===== src/rtl/core/hwm_pkg.sv =====
package hwm_pkg;

  localparam int MAX_FRAME   = 64;
  localparam int SAMPLE_BITS = 32;
  localparam int PORT_BITS   = 32;
  // bits of s_tdata taken as the sample, sign extended to SAMPLE_BITS
  localparam int IN_BITS     = (SAMPLE_BITS < PORT_BITS) ? SAMPLE_BITS : PORT_BITS;
  // largest exponent whose frame fits in MAX_FRAME
  localparam int LOG_MAX     = $clog2(MAX_FRAME + 1) - 1;
  localparam int ADDR_W      = LOG_MAX;
  localparam int LEN_W       = LOG_MAX + 1;
  localparam int LOG_W       = 3;
  localparam int CFG_ADDR_W  = 1;
  localparam int CFG_DATA_W  = 3;
  localparam int LOG2_LEN_RESET = 6;

  localparam int SCALE_Q16   = 46341;  // 1/sqrt2 in Q0.16
  localparam int FRAC_BITS   = 16;
  localparam int SUM_W       = SAMPLE_BITS + 1;
  localparam int PROD_W      = SUM_W + FRAC_BITS + 1;

  localparam int QUEUE_DEPTH = 4;

  typedef logic signed [SAMPLE_BITS-1:0] word_t;

  typedef enum logic [CFG_ADDR_W-1:0] {
    REG_LOG2_LEN,
    REG_INVERSE
  } cfg_reg_t;

  // one classified input beat
  typedef struct packed {
    word_t             sample;
    logic [ADDR_W-1:0] idx;
    logic              last;
    logic [LOG_W-1:0]  log2_len;  // already clamped to 1..LOG_MAX
    logic              inverse;
  } q_entry_t;

  typedef enum logic [1:0] {
    ST_LOAD,
    ST_XFORM,
    ST_DRAIN,
    ST_EMIT
  } bk_state_t;

endpackage


===== src/rtl/core/hwm_front.sv =====
module hwm_front (
  input  logic                              clk,
  input  logic                              rst,
  input  logic                              cfg_wr_en,
  input  logic [hwm_pkg::CFG_ADDR_W-1:0]    cfg_addr,
  input  logic [hwm_pkg::CFG_DATA_W-1:0]    cfg_wr_data,
  input  logic                              s_tvalid,
  output logic                              s_tready,
  input  logic [hwm_pkg::PORT_BITS-1:0]     s_tdata,
  output logic                              push,
  output hwm_pkg::q_entry_t                 push_entry,
  input  logic                              q_full
);

  logic [hwm_pkg::LOG_W-1:0]  log2_len;
  logic                       inverse;
  logic [hwm_pkg::ADDR_W-1:0] fill;
  logic [hwm_pkg::LOG_W-1:0]  k_eff;
  logic [hwm_pkg::LEN_W-1:0]  len_m1;
  logic                       is_last;

  function automatic logic [hwm_pkg::LOG_W-1:0] clamp_log2(
    input logic [hwm_pkg::LOG_W-1:0] k
  );
    logic [hwm_pkg::LOG_W-1:0] r;
    if (k == '0) begin
      r = hwm_pkg::LOG_W'(1);
    end else if (k > hwm_pkg::LOG_W'(hwm_pkg::LOG_MAX)) begin
      r = hwm_pkg::LOG_W'(hwm_pkg::LOG_MAX);
    end else begin
      r = k;
    end
    return r;
  endfunction

  assign k_eff   = clamp_log2(log2_len);
  assign len_m1  = (hwm_pkg::LEN_W'(1) << k_eff) - hwm_pkg::LEN_W'(1);
  assign is_last = (fill == len_m1[hwm_pkg::ADDR_W-1:0]);

  assign s_tready = !q_full;
  assign push     = s_tvalid && s_tready;

  assign push_entry.sample   =
    hwm_pkg::SAMPLE_BITS'(signed'(s_tdata[hwm_pkg::IN_BITS-1:0]));
  assign push_entry.idx      = fill;
  assign push_entry.last     = is_last;
  assign push_entry.log2_len = k_eff;
  assign push_entry.inverse  = inverse;

  always_ff @(posedge clk) begin
    if (rst) begin
      log2_len <= hwm_pkg::LOG_W'(hwm_pkg::LOG2_LEN_RESET);
      inverse  <= 1'b0;
      fill     <= '0;
    end else if (cfg_wr_en) begin
      // any register write drops a partial frame
      if (cfg_addr == hwm_pkg::REG_LOG2_LEN) begin
        log2_len <= cfg_wr_data;
      end else begin
        inverse <= cfg_wr_data[0];
      end
      fill <= '0;
    end else if (push) begin
      fill <= is_last ? '0 : fill + hwm_pkg::ADDR_W'(1);
    end
  end

endmodule


===== config.mk =====
export PLATFORM = sky130hd
export DESIGN_NAME = hwm_front
export DESIGN_NICKNAME = d
export VERILOG_FILES = /design/src/rtl/core/hwm_pkg.sv /design/src/rtl/core/hwm_front.sv
export SDC_FILE = /design/constraint.sdc
export NUM_CORES = 1
export LEC_CHECK = 0
export BUFFER_PORTS_ARGS = -buffer_cell sky130_fd_sc_hd__buf_4
export CORE_ASPECT_RATIO = 1.25
export CORE_UTILIZATION = 30
export CTS_CLUSTER_SIZE = 12
export DETAILED_ROUTE_END_ITERATION = 7
export HOLD_SLACK_MARGIN = 0.12
export MAX_ROUTING_LAYER = met4
export PLACE_DENSITY = 0.68
export SLEW_MARGIN = 10
export SYNTH_ARGS = -nofsm -noshare
export SYNTH_HDL_FRONTEND = slang
export SYNTH_SLANG_ARGS = --single-unit

===== constraint.sdc =====
create_clock -name clk -period 3 [get_ports clk]
set_clock_uncertainty 0.15 [all_clocks]
set_input_delay 0.15 -clock clk [delete_from_list [all_inputs] [get_ports clk]]
set_output_delay 0.15 -clock clk [all_outputs]
set_load 0.1 [all_outputs]

==> metrics.csv, run 1 <==
metric,value,unit
status,"finished, final reports clean",
initial antenna violation count,0,
Mapped Area,888,sq um
"most common cell after layout, fill and taps aside",buf_4,
metal3 WL,175,microns
required time of the critical path,2.70,ns
WL/cell,14.3,microns
highest clock rate,0.351,GHz
Fillers,295,
asr flop ratio synth,0,
layout cell share with drive strength beyond 1,0.343,
Internal Power,250,uW
CTS max path bufs,2,
combinational power share,0.284,
post-route ant nets,0,
post-placement cell count,123,
setup TNS,0,ns
Max-cap violations,0,
Chip Height,62.8,microns
vias,630,
Worst-Skew Late Latency,0.27,ns
Net Switching,121,uW
Hold WC Path Type,input port to output pin,
Hold Path Origin,s_tdata[7],
Worst Setup End Kind,output pin,
Max stage delay on crit path,0.49,ns
Lkg Pwr,0.000410,uW
Yosys cell types,31,
"EDFF count, synth",0,
n_diodes,0,
Slew @ Worst Pin,0.515,ns
PwrDens,400,mW/mm^2
first-pass GRT wire length,3000,microns
Num CTS Buffers,3,
"Warnings, synthesis",0,
DP HPWL,1400,microns
WP data arrival,2.55,ns
final period utilization,0.949,
I/O pins,86,
final setup fails,0,
P&R area growth vs syn,4.37,%
drt total wl,1900,microns
row cnt,21,
"Seq/Total Area, Yosys",0.225,
Setup crit start kind,flop,
vias in the first global route,641,
chip width,50.7,microns
RD Place Congestion,0.846,
Synth Register Bits,10,
CP cell instances,or2_2 -> ha_1 -> or4b_4 -> o211ai_2 -> xnor2_2 -> nor4bb_4 -> buf_6,
Max Slew Vio Count,0,
share of power burned in the clock network,0.336,
sequential share of power,0.380,
core footprint,0.00273,sq mm
slew margin rel.,0.656,
total die area,0.00318,sq mm
H-Tree Depth,1,
clk sink count,10,
r2r startpoint,log2_len[1],
Cells after Synth,106,
largest net degree at the start of global routing,11,
clock slew at reported path FFs,0.06,ns
M1 wire length,617,microns
critical path class,flop to output pin,
worst-path fanout max,10,
RSZ-0062 raised after global routing,false,
CTS tree,yes,
GRT Overall Usage,0.131,
uppermost layer routed,met4,
clock tree root driver cell,clkbuf_4,
WL met2,1010,microns
Critical Path Source,log2_len[1],
slowest CP cell,or4b_4,
crit path time final,2.85,ns
vias per cell,4.74,
fin cells,133,
Initial DRC Count,3,
most frequent cells in the layout,"21 x buf_4, 10 x dfxtp_1, 8 x nand2_1, 6 x dlygate4sd3_1",
Initial Util,0.325,
Post-route DRC,0,
grt ovf,0,
Sw Share,0.326,
Final #Nets,143,
Synth Area per Inst,8.38,sq um
Post-Syn Nets,149,
final hold vios,0,
peak supply drop,0.000147,V
DRT Pass-1 Iters,4,
IO buf count,21,
"Primary FF master, synth",dfxtp_1,
[flip-flops by register name, summed over array words and instances (netlist names)]
| name | flops |
|---|---|
| log2_len | 3 |
| fill | 6 |
| inverse | 1 |
[per-stage QoR]
step	setup slack [ns]	total power [uW]	hold slack, ns	util	area, sq um
2_1_floorplan	0.468	420	0.0691	-	888
3_3_place_gp	0.439	237	0.151	0.297	812
3_5_place_dp	0.394	239	0.151	0.297	812
4_1_cts	0.100	370	0.141	0.332	908
5_1_grt	0.0110	388	0.150	0.339	927
6_report	0.152	370	0.150	0.339	927
[path summary, 6_finish.rpt]
check,endpoint,cells past startpoint,slack (ns)
setup reg to reg,fill[3],6,0.73
setup / recovery,push_entry[4],7,0.15
hold / removal,push_entry[18],0,0.15
hold reg to reg,log2_len[0],2,0.44
[logic make-up (layout without fill, tap and decap cells)]
logic type | Yosys count | count (layout) | share of synthesized area
buffers and inverters | 41 | 34 | 0.328
and+or+nand+nor | 29 | 29 | 0.192
AOI/OAI and AO/OA | 11 | 11 | 0.0930
xor gates and xnor gates | 10 | 10 | 0.107
DFF | 10 | 10 | 0.225
adders and majority gates | 2 | 2 | 0.0282
muxes | 2 | 2 | 0.0225
other | 1 | 1 | 0.00422
[per-layer routing]
| layer | vias up | track usage |
|---|---|---|
| met5 | - | - |
| met4 | 0 | 0.132 |
| met3 | 8 | 0.0341 |
| met2 | 39 | 0.215 |
| met1 | 284 | 0.114 |
| li1 | 299 | - |
[synth_stat cells, drive strengths merged, types with 2 or more instances]
library cell  count  share of area
clkbuf            2         0.0085
nor2              3          0.013
dfxtp            10           0.23
xnor2             6          0.068
buf              37           0.31
nand3             3          0.017
nand2             8          0.034
a211o             2          0.020
ha                2          0.028
or2               2          0.014
nand2b            2          0.014
mux2i             2          0.023
a21oi             2          0.011
nor2b             4          0.028
xor2              4          0.039
a211oi            5          0.042
inv               2         0.0084
[critical path, delay by kind of cell (launching register included)]
| family | cells | cell delay, ns |
|---|---|---|
| AND/OR/NAND/NOR | 3 | 1.10 |
| adder cells (fa/ha/maj) | 1 | 0.24 |
| buffers and inverters | 1 | 0.26 |
| AO/OA/AOI/OAI | 1 | 0.09 |
| XOR/XNOR | 1 | 0.20 |
| flip-flops | 1 | 0.38 |
[area by class of cell]
| class | count | area (sq um) | share of cell area |
|---|---|---|---|
| multi-input combinational | 55 | 412 | 0.444 |
| clock buffer | 4 | 36.3 | 0.0391 |
| tap | 34 | 42.5 | 0.0459 |
| inverter | 2 | 7.51 | 0.00810 |
| timing repair buffer | 28 | 229 | 0.247 |
| sequential | 10 | 200 | 0.216 |
[repair_timing]
item                                   in CTS  in global routing
hold buffers                                6                  0
buffers inserted                            0                  0
gates resized for setup                     0                  3
endpoints found under the hold margin      10                  0
setup endpoints to repair                   0                  1
[power by group through the flow]
stage | Clock, uW | Sequential [uW] | Combinational, uW
2_1_floorplan | 0 | 146 | 274
3_3_place_gp | 0 | 143 | 93.5
3_5_place_dp | 0 | 144 | 95.4
4_1_cts | 128 | 141 | 101
5_1_grt | 135 | 142 | 111
6_report | 124 | 141 | 105
Note: power is estimated with default switching activity, not from simulation.
==> inputs of run 2 (changes only) <==
==> constraint.sdc (replaced) <==
create_clock -name clk -period 3.31 [get_ports clk]
set_clock_uncertainty 0.15 [all_clocks]
set_input_delay 0.1655 -clock clk [delete_from_list [all_inputs] [get_ports clk]]
set_output_delay 0.1655 -clock clk [all_outputs]
set_load 0.1 [all_outputs]
==> run 2 against run 1 <==
  * Non-clock buffer count fell by 1
  * Worst setup slack improved by 0.26 ns
  * First-iteration DRC count rose by 67%
  * Final area fell by 2.8%
  * Via count fell by 1.1%
  * Global-route usage barely moved
  * Critical path type unchanged
  * Critical endpoint unchanged
  * Largest cell class unchanged
  * Highest routed layer unchanged
==> metrics.csv, run 2 (synthesis results as in run 1) <==
metric,value,unit
CTS tree,yes,
final setup fails,0,
clock tree root driver cell,clkbuf_4,
Setup crit start kind,flop,
chip width,50.7,microns
vias in the first global route,621,
Initial Util,0.325,
Post-CTS Repair Setup Buffers,0,
drt total wl,1900,microns
number of flip-flops in the largest register,6,
post-route ant nets,0,
clock slew at reported path FFs,0.07,ns
WL/cell,14.4,microns
final period utilization,0.875,
Post-route DRC,0,
Lkg Pwr,0.000379,uW
Worst-Skew Late Latency,0.26,ns
peak supply drop,0.0000888,V
Final #Nets,142,
final hold vios,0,
first-pass GRT wire length,2970,microns
critical path class,flop to output pin,
IO buf count,21,
RSZ-0062 raised after global routing,false,
GRT Overall Usage,0.130,
highest clock rate,0.345,GHz
Max Slew Vio Count,0,
P&R area growth vs syn,1.41,%
Worst Setup End Kind,output pin,
n_diodes,0,
total die area,0.00318,sq mm
most frequent cells in the layout,"21 x buf_4, 10 x dfxtp_1, 8 x nand2_1, 6 x dlygate4sd3_1",
WP data arrival,2.58,ns
Initial DRC Count,5,
CTS max path bufs,2,
RD Place Congestion,0.865,
setup TNS,0,ns
Hold WC Path Type,input port to flop,
Num CTS Buffers,3,
status,"finished, final reports clean",
post-layout power,330,uW
row cnt,21,
worst-path fanout max,10,
I/O pins,86,
biggest regs,"fill (6), log2_len (3), inverse (1)",
Hold WS,0.176,ns
largest net degree at the start of global routing,12,
register name with the most flops,fill,
Max-cap violations,0,
layout cell share with drive strength beyond 1,0.327,
vias per cell,4.72,
crit path time final,2.90,ns
DRT Pass-1 Iters,3,
PwrDens,366,mW/mm^2
Chip Height,62.8,microns
required time of the critical path,2.99,ns
Fillers,293,
DP HPWL,1460,microns
vias,623,
"most common cell after layout, fill and taps aside",buf_4,
clk sink count,10,
grt ovf,0,
core footprint,0.00273,sq mm
H-Tree Depth,1,
initial antenna violation count,0,
## run 2: cell count changes in the layout (fill, tap and decap cells not counted), sizes merged
cell	change
buf	-1
## run 2: power by group
part / switching [uW] / internal [uW] / total [uW]
sequential: 5.81 / 124 / 129
clock: 44.2 / 66.8 / 111
combinational: 56.3 / 32.8 / 89.2
## run 2: worst max-delay path, stage by stage, from the launching register on
cell      delay (ns)
dfxtp_1         0.39
or2_2           0.34
ha_1            0.24
or4b_4          0.49
o211ai_2        0.09
xnor2_2         0.18
nor4bb_1        0.24
buf_4           0.33
## run 2: final timing paths
| path | to | from | slack, ns | cells past startpoint |
|---|---|---|---|---|
| max reg2reg | fill[3] | log2_len[1] | 1.08 | 6 |
| min | log2_len[0] | cfg_addr | 0.18 | 4 |
| min reg2reg | log2_len[0] | log2_len[0] | 0.43 | 2 |
| max | push_entry[4] | log2_len[1] | 0.41 | 7 |
## run 2: stage by stage
stage | instance area (sq um) | std cells | utilization | setup slack (ns)
2_1_floorplan | 888 | 106 | - | 0.762
4_1_cts | 901 | 132 | 0.330 | 0.386
6_report | 901 | 132 | 0.330 | 0.412
3_3_place_gp | 805 | 122 | 0.294 | 0.731
5_1_grt | 901 | 132 | 0.330 | 0.222
3_5_place_dp | 805 | 122 | 0.294 | 0.669
## run 2: metal layers
metal / global-route usage / vias to the layer above / share of wire
li1: - / 300 / -
met1: 0.119 / 282 / 0.32
met2: 0.220 / 37 / 0.55
met3: 0.0341 / 4 / 0.095
met4: 0.108 / 0 / 0.029
met5: - / - / 0
## run 2: layout make-up
class,instances,area (sq um),share of cell area
clock buffers,4,36.3,0.0403
repair buffers,27,218,0.242
inverters,2,7.51,0.00833
well taps,34,42.5,0.0472
multi-input cells,55,397,0.440
flip-flops and latches,10,200,0.222
## run 2: repair_timing
item | in CTS | in global routing
setup endpoints to repair | 0 | 0
hold endpoints to repair | 5 | 0
gates resized for setup | 0 | 0
hold buffers | 6 | 0
==> inputs of run 3 (changes only) <==
--- a/config.mk
+++ b/config.mk
@@ -7,12 +7,13 @@
 export LEC_CHECK = 0
 export BUFFER_PORTS_ARGS = -buffer_cell sky130_fd_sc_hd__buf_4
 export CORE_ASPECT_RATIO = 1.25
-export CORE_UTILIZATION = 30
+export CORE_UTILIZATION = 40
+export CTS_BUF_LIST = sky130_fd_sc_hd__clkbuf_8
 export CTS_CLUSTER_SIZE = 12
 export DETAILED_ROUTE_END_ITERATION = 7
 export HOLD_SLACK_MARGIN = 0.12
 export MAX_ROUTING_LAYER = met4
-export PLACE_DENSITY = 0.68
+export PLACE_DENSITY = 0.87
 export SLEW_MARGIN = 10
 export SYNTH_ARGS = -nofsm -noshare
 export SYNTH_HDL_FRONTEND = slang
==> run 3 against run 2 <==
  * The run now ends with design-rule violations left
  * Critical path type unchanged
  * Highest routed layer unchanged
  * Combinational power fell by 2%
  * Cell count shrank 11%
  * Worst setup slack gained 0.0091 ns
  * Sequential power is essentially flat
  * Largest power group is now the clock network
==> metrics.csv, run 3 (synthesis results as in run 1) <==
metric,value,unit
H-Tree Depth,1,
Lkg Pwr,0.000383,uW
final setup fails,0,
Worst-Skew Late Latency,0.24,ns
CTS max path bufs,2,
combinational power share,0.237,
most frequent cells in the layout,"21 x buf_4, 10 x dfxtp_1, 8 x nand2_1",
violated checks,design-rule violations,
required time of the critical path,2.99,ns
WL/cell,14.3,microns
P&R area growth vs syn,0.423,%
CP Buf/Inv Count,1,
register area,200,sq um
cts repair resizes,0,
largest net degree at the start of global routing,12,
highest clock rate,0.346,GHz
Post-CTS Repair Setup Buffers,0,
clk sink count,10,
DP HPWL,1250,microns
CTS tree,yes,
slowest CP cell,or4b_4,
clock slew at reported path FFs,0.05,ns
WP data arrival,2.57,ns
peak supply drop,0.000213,V
share of power burned in the clock network,0.413,
total die area,0.00241,sq mm
final period utilization,0.873,
Initial Util,0.438,
vias in the first global route,594,
Max-cap violations,0,
biggest regs,"fill (6), log2_len (3), inverse (1)",
Num CTS Buffers,3,
sequential share of power,0.350,
Fillers,195,
RSZ-0062 raised after global routing,false,
Worst Setup End Kind,output pin,
vias per cell,5.45,
Post-route DRC,5,
Hold WS,0.139,ns
CP top delay family,simple AND/OR/NAND/NOR gates,
Sw Share,0.296,
status,"complete, but fails checks",
register name with the most flops,fill,
core footprint,0.00203,sq mm
IO buf count,21,
PwrDens,415,mW/mm^2
row cnt,18,
Net Switching,109,uW
number of flip-flops in the largest register,6,
clock tree root driver cell,clkbuf_8,
area of the multi-input gates,397,sq um
RD Place Congestion,0.796,
first-pass GRT wire length,2640,microns
grt ovf,0,
Chip Height,54.7,microns
Max stage delay on crit path,0.50,ns
CP cell instances,or2_2 -> ha_1 -> or4b_4 -> o211ai_2 -> xnor2_2 -> nor4bb_1 -> buf_4,
crit path time final,2.89,ns
final hold vios,0,
Initial DRC Count,18,
n_diodes,0,
drt total wl,1670,microns
Internal Power,261,uW
critical path class,flop to output pin,
Hold WC Path Type,input port to flop,
setup TNS,0,ns
layout cell share with drive strength beyond 1,0.330,
"most common cell after layout, fill and taps aside",buf_4,
post-layout power,370,uW
Final #Nets,141,
worst-path fanout max,10,
chip width,44.2,microns
vias,638,
DRT Pass-1 Iters,6,
post-route ant nets,0,
GRT Overall Usage,0.157,
Setup crit start kind,flop,
Max Slew Vio Count,0,
I/O pins,86,
initial antenna violation count,0,
Post-CTS Hold Buffers,5,
-- run 3: worst min-delay path, delay by kind of cell --
kind,cells,cell delay [ns]
and+or+nand+nor,2,0.22
buffers and inverters,1,0.10
-- run 3: metal layers --
layer,part of all wire,track usage
met3,0.10,0.0429
met2,0.48,0.230
met4,0.038,0.157
met1,0.38,0.167
met5,0,-
-- run 3: final timing paths --
path	from	to	slack, ns	cells after the start
max	log2_len[1]	push_entry[4]	0.42	7
min	cfg_wr_en	fill[0]	0.14	3
max reg2reg	log2_len[1]	fill[4]	1.10	6
min reg2reg	log2_len[0]	log2_len[0]	0.45	2
-- run 3: final cells by class --
class                           count  area share
Sequential cell                    10       0.224
Tap cell                           20      0.0281
Clock buffer                        4      0.0617
Inverter                            2     0.00842
Timing Repair Buffer               26       0.233
Multi-Input combinational cell     55       0.445
-- run 3: power groups by stage --
stage                     clock [uW]  combinational, uW  sequential, uW
final                            153               87.7             130
after global routing             164               92.6             130
after CTS                        156               87.6             130
after detailed placement           0               82.9             132
after global placement             0               81.2             131
after floorplan                    0                248             132
-- run 3: per-stage QoR --
stage	worst slack, ns	utilization	cells	instance area [sq um]
2_1_floorplan	0.762	-	106	888
3_3_place_gp	0.748	0.388	108	787
3_5_place_dp	0.673	0.388	108	787
4_1_cts	0.415	0.440	117	892
5_1_grt	0.335	0.440	117	892
6_report	0.421	0.440	117	892
