**src/rtl/core/hwm_pkg.sv**
```systemverilog
package hwm_pkg;

  localparam int MAX_FRAME   = 64;
  localparam int SAMPLE_BITS = 32;
  localparam int PORT_BITS   = 32;
  // bits of s_tdata taken as the sample, sign extended to SAMPLE_BITS
  localparam int IN_BITS     = (SAMPLE_BITS < PORT_BITS) ? SAMPLE_BITS : PORT_BITS;
  // largest exponent whose frame fits in MAX_FRAME
  localparam int LOG_MAX     = $clog2(MAX_FRAME + 1) - 1;
  localparam int ADDR_W      = LOG_MAX;
  localparam int LEN_W       = LOG_MAX + 1;
  localparam int LOG_W       = 3;
  localparam int CFG_ADDR_W  = 1;
  localparam int CFG_DATA_W  = 3;
  localparam int LOG2_LEN_RESET = 6;

  localparam int SCALE_Q16   = 46341;  // 1/sqrt2 in Q0.16
  localparam int FRAC_BITS   = 16;
  localparam int SUM_W       = SAMPLE_BITS + 1;
  localparam int PROD_W      = SUM_W + FRAC_BITS + 1;

  localparam int QUEUE_DEPTH = 4;

  typedef logic signed [SAMPLE_BITS-1:0] word_t;

  typedef enum logic [CFG_ADDR_W-1:0] {
    REG_LOG2_LEN,
    REG_INVERSE
  } cfg_reg_t;

  // one classified input beat
  typedef struct packed {
    word_t             sample;
    logic [ADDR_W-1:0] idx;
    logic              last;
    logic [LOG_W-1:0]  log2_len;  // already clamped to 1..LOG_MAX
    logic              inverse;
  } q_entry_t;

  typedef enum logic [1:0] {
    ST_LOAD,
    ST_XFORM,
    ST_DRAIN,
    ST_EMIT
  } bk_state_t;

endpackage

```
**src/rtl/core/hwm_queue.sv**
```systemverilog
module hwm_queue (
  input  logic              clk,
  input  logic              rst,
  input  logic              push,
  input  hwm_pkg::q_entry_t push_entry,
  output logic              full,
  input  logic              pop,
  output logic              q_valid,
  output hwm_pkg::q_entry_t q_entry
);

  localparam int PTR_W = $clog2(hwm_pkg::QUEUE_DEPTH);

  hwm_pkg::q_entry_t entries [hwm_pkg::QUEUE_DEPTH];
  logic [PTR_W-1:0]  wr_ptr;
  logic [PTR_W-1:0]  rd_ptr;
  logic [PTR_W:0]    count;

  assign full    = (count == (PTR_W+1)'(hwm_pkg::QUEUE_DEPTH));
  assign q_valid = (count != '0);
  assign q_entry = entries[rd_ptr];

  always_ff @(posedge clk) begin
    if (push) begin
      entries[wr_ptr] <= push_entry;
    end
  end

  always_ff @(posedge clk) begin
    if (rst) begin
      wr_ptr <= '0;
      rd_ptr <= '0;
      count  <= '0;
    end else begin
      if (push) begin
        wr_ptr <= wr_ptr + PTR_W'(1);
      end
      if (pop) begin
        rd_ptr <= rd_ptr + PTR_W'(1);
      end
      if (push && !pop) begin
        count <= count + (PTR_W+1)'(1);
      end else if (pop && !push) begin
        count <= count - (PTR_W+1)'(1);
      end
    end
  end

endmodule

```
**config.mk**
```make
export PLATFORM = sky130hd
export DESIGN_NAME = hwm_queue
export DESIGN_NICKNAME = d
export VERILOG_FILES = /design/src/rtl/core/hwm_pkg.sv /design/src/rtl/core/hwm_queue.sv
export SDC_FILE = /design/constraint.sdc
export NUM_CORES = 1
export LEC_CHECK = 0
export BUFFER_PORTS_ARGS = -buffer_cell sky130_fd_sc_hd__buf_2
export CORE_UTILIZATION = 45
export CTS_CLUSTER_DIAMETER = 40
export DETAILED_ROUTE_END_ITERATION = 7
export GPL_ROUTABILITY_DRIVEN = 0
export PLACE_DENSITY = 0.67
export SLEW_MARGIN = 30
export SYNTH_ARGS = -nofsm -noshare
export SYNTH_HDL_FRONTEND = slang
export SYNTH_SLANG_ARGS = --single-unit
export TNS_END_PERCENT = 5
```
**constraint.sdc**
```tcl
create_clock -name clk -period 2.6 [get_ports clk]
set_input_delay 0.26 -clock clk [delete_from_list [all_inputs] [get_ports clk]]
set_output_delay 0.26 -clock clk [all_outputs]
set_load 0.03 [all_outputs]
```
==> impl_results.md, run 1 <==
- Result of the run: completed
- Area of the mapped netlist: approximately 6700 um^2
- Routed length per instance: between 15 and 20 um
- P per Cell Area: about 830 nW/um^2
- Pin count of the biggest net entering global routing: 31
- Count of hold-fix buffers inserted at cts: 0
- Unrepaired setup endpoints after global routing: false
- Crit start category: flip-flop
- Number of nets with antenna violations after routing: 0
- First-pass DRT Iterations: 4
- Worst-case clock skew: 0.005311 ns
- Cell variety after synth: 21
- Final clock period utilization by the worst path: 86.24%
- Global route total overflow: 0
- I/O Buffers: 91
- CP Capture Type: output pin
- Max transition margin: 60.20%
- Clock slew at reported path FFs: 0.07 ns
- Post-layout power: 6.625 mW
- Proportion of layout cells with a drive suffix above 1: between 40% and 50%
- Max Slew Vio Count: 0
- Worst reg-to-reg setup slack: between 0.8 and 0.9 ns
- Count of final hold-check violations: 0
- Number of enable-type register cells in the synthesized netlist: roughly 170
- Number of vias per cell after detailed routing: 5.237
- Layout overhead on the synthesized area: 19.24%
- DR iter-0 viols: 163
- Ant diodes: 0
- Synthesized Nets: 322
- Reg-to-reg endpoint: entries[2][0]
- Post-route cell area: approximately 8000 um^2
- Initial cell density of the core: a little under half
- Worst ir drop on vdd: slightly below 400 uV
- Number of nets in the final layout: 430
- Sequential share of the synthesized area: 79.90%
- Setup bufs post-CTS: 0
- Deepest clock path buffer count: 2
- Achievable Freq: 0.4460 GHz
- Total Die Area: 15360 um^2
- Post-detail-place hpwl: between 7000 and 8000 um
- RR Startpoint: wr_ptr[0]
- Commonest register cell after synthesis: edfxtp_1
- Class of the tightest hold or removal check: in -> reg
- Number of global-route vias before repair: 3157
- First-pass GRT wire length: 16990 um
- Global router's overall resource usage: 15.90%
- Share of synthesized registers carrying an async set or reset: 0%
- Number of violations of the max-capacitance limit: 0
- Number of cells upsized or downsized after cts: 0
- Worst setup margin: 0.3577 ns
- Master cell of the clock root buffer: clkbuf_16
- Number of rows in the core area: 44
- Worst Path Max Fanout: 14
- Antenna violations before repair: 1
- TritonCTS sink count: 181
- Worst slack, placed: around 0.76 ns
- Cells after synthesis: 269
- Static power due to leakage: approximately 2.7 nW
- Cell area after placement: 7397 um^2
- Cells on worst reg2reg path: 4
- Floorplan core area: 14530 um^2
- Critical path class: reg -> out
- Transition time of the tightest slew-check pin: 0.5970 ns
- Clock latency reported for the late side of the worst-skew pair: 0.42 ns
- Number of warnings issued by yosys: 0
- CTS HTree Levels: 4
- TritonCTS clock tree: built
- Via count of the routed design: around 3000
- Seq cells post-synth: 181
- Synthesized area per cell: roughly 25 um^2
- Time the worst path needs with I/O delays and setup: 2.242 ns
- Top-level I/O count: 92
- Overall routed net length: 11350 um
- Final setup violation count: 0
- Worst setup path endpoint: q_entry[1]
- Required time of the critical path: 2.34 ns
- Die span in y: ~120 um
- Drt drc: 0
- Horiz. Die Dim: 123.9 um
- Arrival time worst endpoint: 1.98 ns
- Summed negative setup slack over all endpoints: 0 ns
- Total CTS buffers: 17
- Worst hold slack: 0.04607 ns
[layer usage]
layer,GRT usage [%],vias up,share of wire [%]
li1,-,1342,-
met1,19.54,1579,42
met2,25.59,70,51
met3,5.540,13,5.5
met4,6.845,2,1.4
met5,0,-,0.11
[critical path, cell delays in order (launching register included)]
cell	delay [ns]
dfxtp_4	0.54
buf_4	0.28
mux4_2	0.54
buf_2	0.20
[final cells by class]
class / count / area, um^2
Clock buffer: 20 / 489.2
Tap cell: 184 / 230.2
Fill cell: 1139 / 6556
Multi-Input combinational cell: 73 / 1216
Timing Repair Buffer: 100 / 585.6
Clock inverter: 12 / 91.34
Sequential cell: 181 / 5350
Inverter: 4 / 15.01
[synth_stat cells (2+ instances only)]
cell type | n | share of area [%]
edfxtp_1 | 172 | 77
and2_1 | 4 | 0.37
xor2_1 | 3 | 0.39
buf_12 | 4 | 1.2
buf_2 | 4 | 0.30
xnor2_1 | 2 | 0.26
nor2_1 | 7 | 0.39
mux4_2 | 40 | 13
clkbuf_1 | 2 | 0.11
mux4_1 | 3 | 1.2
mux2i_1 | 2 | 0.30
dfxtp_1 | 9 | 2.7
or3_1 | 2 | 0.19
ha_1 | 5 | 0.94
inv_1 | 4 | 0.22
[how the worst min path moves through the flow]
stage,start,endpoint,slack (ns),cells past startpoint
floorplan,push_entry[0],entries[0][0],0.36,0
global placement,push_entry[19],entries[0][19],0.47,1
detailed placement,push_entry[7],entries[2][7],0.48,1
CTS,push_entry[7],entries[1][7],0.02,1
global route,push_entry[8],entries[3][8],0.03,1
finish,push_entry[7],entries[1][7],0.05,1
[flip-flops by register name, indices dropped and copies added, names as in the netlist, named ones only]
register	flops
entries	172
count	3
rd_ptr	2
wr_ptr	2
[power breakdown]
part / total [mW] / internal [mW] / switching (mW)
sequential: 3.40 / 3.34 / 0.0530
clock: 2.43 / 1.37 / 1.06
combinational: 0.794 / 0.304 / 0.491
total: 6.62 / 5.02 / 1.60
[cells by family after synthesis]
| family | after synthesis | share of synthesized area [%] |
|---|---|---|
| DFF | 181 | 79.90 |
| muxes | 45 | 14.94 |
| buffers and inverters | 15 | 2.001 |
| and+or+nand+nor | 15 | 1.122 |
| adders and majority gates | 6 | 1.234 |
| xor gates and xnor gates | 5 | 0.6547 |
| AOI/OAI and AO/OA | 2 | 0.1495 |
[stage by stage]
stage,instances,util [%]
floorplan,269,-
global route,574,54.89
detailed placement,542,50.90
finish,574,54.89
CTS,574,54.89
global placement,542,50.90
[placed cells by master, fill, tap and decap left out]
cell type	count
buf_12	5
buf_4	4
clkinv_2	3
and2_2	4
clkbuf_16	19
or3_1	2
inv_1	4
inv_4	1
nor3b_1	1
nor2_1	7
inv_6	3
xor2_1	3
dfxtp_4	1
clkbuf_8	1
mux2i_1	2
xnor2_1	2
mux4_2	40
a21oi_1	1
mux4_1	3
buf_2	91
dfxtp_1	7
fa_1	1
o21ai_0	1
nand2_1	1
ha_1	5
dfxtp_2	1
edfxtp_1	172
clkinv_4	5
(Power assumes the default switching activity.)
==> run 2, diff against run 1 <==
- ABC_AREA: default -> 1
- CAP_MARGIN: default -> 25
==> impl_results.md, run 2 <==
- Critical path class: reg -> out
- Synthesized area per cell: 14.35 um^2
- P per Cell Area: 837.6 nW/um^2
- Area of the mapped netlist: 6803 um^2
- Stage delay of the slowest cell on the critical path: 0.59 ns
- Hold path endpoint: entries[1][9]
- Sequential share of the synthesized area: between 70% and 80%
- Summed negative setup slack over all endpoints: 0 ns
- Fill count: 1200
- Number of nets in the final layout: 622
- Number of global-route vias before repair: 4298
- TritonCTS clock tree: built
- CP Capture Type: output pin
- Max reg flops: 172
- Commonest register cell after synthesis: edfxtp_1
- Top-level I/O count: between 90 and 100
- Clock latency reported for the late side of the worst-skew pair: about 0.43 ns
- Cell variety after synth: 20
- Largest registers ranked by flip-flop count: entries x172, count x3
- I/O Buffers: 91
- Cells after synthesis: 474
- Synthesized Nets: between 500 and 600
- Achievable Freq: between 0.4 and 0.5 GHz
- Worst slack, placed: 0.7400 ns
- Die span in y: around 120 um
- Global router's overall resource usage: between 10% and 20%
- Horiz. Die Dim: 125.0 um
- Master cell of the clock root buffer: clkbuf_16
- Hold-critical path depth: 1
- Chain of cells forming the critical path: buf_4 -> o21ai_0 -> o22ai_1 -> buf_2
- Worst reg-to-reg setup slack: around 0.90 ns
- DR iter-0 viols: 365
- Seq cells post-synth: 181
- Most repeated cell in the gate-level netlist after synthesis: edfxtp_1
- Worst Path Max Fanout: 23
- Number of warnings issued by yosys: 0
- First-pass DRT Iterations: 7
- Worst-case clock skew: slightly below 0.008 ns
- Post-detail-place hpwl: 7979 um
- Commonest non-fill, non-tap cell in the layout: edfxtp_1
- Worst ir drop on vdd: between 500 and 600 uV
- Overall routed net length: 14100 um
- Number of violations of the max-capacitance limit: 0
- Top cells by instance count after synthesis: edfxtp_1 (172), nor2_1 (93), o21ai_0 (84), o22ai_1 (43), inv_1 (15)
- Static power due to leakage: 2.884 nW
- RR Startpoint: wr_ptr[0]
- Total CTS buffers: 17
- Slowest library cell on the worst path: dfxtp_2
- Total placed cells including tap cells: roughly 730
- Via count of the routed design: ~4100
- Required time of the critical path: 2.34 ns
- Final setup violation count: 0
- Reg-to-reg endpoint: entries[0][24]
- Worst setup margin: 0.3222 ns
- Max Slew Vio Count: 0
- Arrival time worst endpoint: ~2.0 ns
- Count of final hold-check violations: 0
- Number of nets with antenna violations after routing: 0
- Drt drc: 14
- Result of the run: finished with violations
- Share of synthesized registers carrying an async set or reset: 0%
- Reg area: 5348 um^2
- Clock slew at reported path FFs: about 0.060 ns
- Class of the tightest hold or removal check: in -> reg
- Transition time of the tightest slew-check pin: 0.6518 ns
- Max transition margin: 56.55%
- Routed length per instance: around 18 um
- Main area contributors after synthesis: edfxtp_1 (76%), o21ai_0 (6.2%), nor2_1 (5.1%), o22ai_1 (4.0%), dfxtp_1 (2.6%)
- Most Used Layer, Global Route: met2
- Most area-hungry cell type in the Yosys netlist: edfxtp_1
- CTS HTree Levels: 4
- Cells on worst reg2reg path: 5
- Ant diodes: 0
- Final clock period utilization by the worst path: 87.61%
- Top reg by flops: entries
- Area share of the leading cell type in the synthesized netlist: 75.92%
- Floorplan core area: 14640 um^2
- Initial cell density of the core: 46.45%
- Met3 Track Usage GR: ~6.3%
- Time the worst path needs with I/O delays and setup: ~2.3 ns
- First-pass GRT wire length: 21840 um
- Unrepaired setup endpoints after global routing: false
- Antenna violations before repair: 3
- Worst hold slack: 0.04293 ns
- Deepest clock path buffer count: 2
- TritonCTS sink count: roughly 180
- GR met1 Demand/Resource: a little under a quarter
- M2 GR Usage: ~30%
- Proportion of layout cells with a drive suffix above 1: 23.54%
- Number of rows in the core area: 44
- Number of vias per cell after detailed routing: 5.397
- Setup bufs post-CTS: 0
- Failing checks: design-rule violations
- Core Util, Final: 55.08%
- Layout overhead on the synthesized area: 18.58%
- Global route total overflow: 0
- Total Die Area: 15610 um^2
- Pin count of the biggest net entering global routing: 87
- Start point of the worst hold path: push_entry[9]
- Crit start category: flip-flop
- Most frequent cells in the layout: edfxtp_1 (172), nor2_1 (93), buf_2 (91), o21ai_0 (84), o22ai_1 (43)
- Post-route insts no fill: between 700 and 800
- Number of enable-type register cells in the synthesized netlist: 172
- Area of the multi-input gates: 1234 um^2
[run 2: changes by cell type in the layout (fill, tap and decap cells not counted), moves of 6 or more]
cell | before | now
o21ai_0 | 1 | 84
inv_2 | 0 | 6
nand2_1 | 1 | 10
o22ai_1 | 0 | 43
o21ai_1 | 0 | 7
mux4_2 | 40 | 0
nor2_1 | 7 | 93
inv_1 | 4 | 11
[run 2: routing by layer]
| layer | wire (um) | share of wire [%] | vias up |
|---|---|---|---|
| met5 | 23 | 0.16 | - |
| met4 | 106 | 0.75 | 4 |
| met3 | 979 | 6.9 | 15 |
| met2 | 6871 | 49 | 115 |
| met1 | 6114 | 43 | 2053 |
| li1 | - | - | 1947 |
[run 2: layout make-up]
| class | count | share of cell area (%) |
|---|---|---|
| clock inverters | 14 | 2.280 |
| multi-input cells | 250 | 15.29 |
| well taps | 184 | 2.854 |
| repair buffers | 102 | 7.166 |
| inverters | 17 | 0.7911 |
| clock buffers | 18 | 5.320 |
| flip-flops and latches | 181 | 66.29 |
[run 2: critical path, delay by kind of cell, from the launching register on]
family	cells	cell delay (ns)
buffers and inverters	2	0.60
DFF	1	0.59
AOI/OAI and AO/OA	2	0.39
[run 2: power by group]
part | switching, mW | internal [mW] | total [mW]
registers | 0.0413 | 3.33 | 3.37
clock network | 1.04 | 1.60 | 2.64
logic | 0.543 | 0.204 | 0.747
[run 2: kinds of logic (layout without fill, tap and decap cells)]
logic type,count (synthesis),count (layout),synth area share (%)
compound gates,137,137,10.87
xor+xnor,1,1,0.1288
fa+ha+maj,6,6,1.214
simple gates,106,106,5.922
flops,181,181,78.57
buf+inv,43,151,3.292
[run 2: timing repair]
action                                  in CTS  in global routing
gates resized for setup                      0                  0
endpoints found under the setup margin       0                  0
hold buffers                                 1                  0
hold endpoints to repair                     1                  0
[run 2: stage by stage]
step / power, mW / instance area (um^2)
after CTS: 6.801 / 8066
after floorplan: 3.911 / 6803
final: 6.756 / 8066
after detailed placement: 4.178 / 7443
after global placement: 4.154 / 7443
after global routing: 6.970 / 8066
[run 2: how the worst max path moves through the flow]
stage | start | slack [ns] | end | cells after the start
5_1_grt | flip-flop | 0.16 | q_entry[10] | 4
6_report | flip-flop | 0.32 | q_entry[16] | 4
3_3_place_gp | flip-flop | 0.77 | q_entry[16] | 4
4_1_cts | flip-flop | 0.29 | q_entry[16] | 4
3_5_place_dp | flip-flop | 0.74 | q_entry[16] | 4
2_1_floorplan | wr_ptr[0] | 0.77 | entries[2][0] | 4
==> run 3, diff against run 2 <==
- CTS_CLUSTER_DIAMETER: 40 -> 100
- REMOVE_ABC_BUFFERS: default -> 1
==> impl_results.md, run 3 (synthesized netlist as in run 2, its figures left out) <==
- Result of the run: finished with violations
- Failing checks: design-rule violations
- Worst-case clock skew: 0.006444 ns
- Post-detail-place hpwl: 8265 um
- Initial cell density of the core: a little under half
- First-pass DRT Iterations: 7
- Most frequent cells in the layout: edfxtp_1 (172), nor2_1 (93), buf_2 (91), o21ai_0 (84), o22ai_1 (43)
- Unrepaired setup endpoints after global routing: false
- Static power due to leakage: 2.887 nW
- Master cell of the clock root buffer: clkbuf_16
- Crit start category: flip-flop
- DR iter-0 viols: 329
- Clock latency reported for the late side of the worst-skew pair: 0.42 ns
- Global route total overflow: 0
- Transition time of the tightest slew-check pin: between 0.8 and 0.9 ns
- Antenna violations before repair: 2
- Ant diodes: 0
- Via count of the routed design: between 4000 and 5000
- Achievable Freq: 0.4147 GHz
- Pin count of the biggest net entering global routing: slightly below 90
- Worst Path Max Fanout: 86
- CP Capture Type: output pin
- Arrival time worst endpoint: 2.15 ns
- Largest registers ranked by flip-flop count: entries x172, count x3
- TritonCTS sink count: 181
- Clock slew at reported path FFs: 0.07 ns
- Post-layout power: 6.540 mW
- Final setup violation count: 0
- TritonCTS clock tree: built
- I/O Buffers: 91
- Number of nets in the final layout: roughly 630
- Worst ir drop on vdd: ~470 uV
- Critical path class: reg -> out
- Total Die Area: 15610 um^2
- Routed length per instance: 17.48 um
- Required time of the critical path: 2.34 ns
- Deepest clock path buffer count: 2
- Number of vias per cell after detailed routing: 5.268
- Summed negative setup slack over all endpoints: 0 ns
- P per Cell Area: 815.4 nW/um^2
- Final clock period utilization by the worst path: 92.74%
- CTS HTree Levels: 4
- Count of final hold-check violations: 0
- Max Slew Vio Count: 0
- Max transition margin: between 40% and 50%
- Drt drc: 13
- Overall routed net length: 13460 um
- Commonest non-fill, non-tap cell in the layout: edfxtp_1
- Horiz. Die Dim: approximately 120 um
- Floorplan core area: 14640 um^2
- Number of rows in the core area: 44
- Time the worst path needs with I/O delays and setup: 2.411 ns
- Worst slack, placed: 0.6385 ns
- Number of violations of the max-capacitance limit: 0
- Global router's overall resource usage: 18.40%
- Worst setup margin: 0.1887 ns
- Top reg by flops: entries
- Die span in y: between 100 and 150 um
- Number of global-route vias before repair: 4146
- Number of nets with antenna violations after routing: 0
- Layout overhead on the synthesized area: 17.91%
- Number of cells upsized or downsized after cts: 0
- Total CTS buffers: 17
- Top-level I/O count: 92
- Max reg flops: 172
- Proportion of layout cells with a drive suffix above 1: approximately a quarter
- Worst hold slack: between 0.04 and 0.05 ns
- Class of the tightest hold or removal check: in -> reg
- First-pass GRT wire length: 21410 um
-- run 3: per-stage QoR --
| stage | util (%) | std cells | area, um^2 |
|---|---|---|---|
| 2_1_floorplan | - | 448 | 6643 |
| 3_3_place_gp | 50.86 | 737 | 7448 |
| 3_5_place_dp | 50.86 | 737 | 7448 |
| 4_1_cts | 54.78 | 770 | 8021 |
| 5_1_grt | 54.78 | 770 | 8021 |
| 6_report | 54.78 | 770 | 8021 |
-- run 3: final timing paths --
path	from	end	slack (ns)	cells after the start
max	flip-flop	q_entry[20]	0.19	4
min	push_entry[34]	entries[3][34]	0.05	1
max reg2reg	wr_ptr[1]	entries[1][32]	0.93	5
min reg2reg	rd_ptr[1]	flip-flop	0.45	1
-- run 3: area by class of cell --
type	instances	area, um^2
timing repair buffer	106	583.1
multi-input combinational	250	1234
tap	184	230.2
sequential	181	5348
clock buffer	23	457.9
fill	1217	6623
inverter	17	63.81
clock inverter	9	105.1
-- run 3: critical path, cell delays in order, from the launching register on --
cell and delay [ns]:
dfxtp_2 0.33, buf_4 0.65, o21ai_0 0.21, o22ai_1 0.28, buf_2 0.25
-- run 3: where the power goes --
group	switching, mW	internal [mW]	total (mW)
clock	1.00	1.44	2.44
sequential	0.0393	3.33	3.37
combinational	0.533	0.203	0.736
total	1.57	4.97	6.54
-- run 3: what timing repair did --
item | in CTS | in global routing
endpoints found under the setup margin | 0 | 0
endpoints found under the hold margin | 1 | 0
hold buffers | 1 | 0
setup buffers | 0 | 0
-- run 3: layer usage --
| metal | up-vias | global-route usage (%) | part of all wire [%] |
|---|---|---|---|
| li1 | 1954 | - | - |
| met1 | 1974 | 23.22 | 44 |
| met2 | 104 | 30.34 | 49 |
| met3 | 22 | 5.563 | 5.9 |
| met4 | 2 | 6.456 | 1.4 |
| met5 | - | 0 | 0.097 |
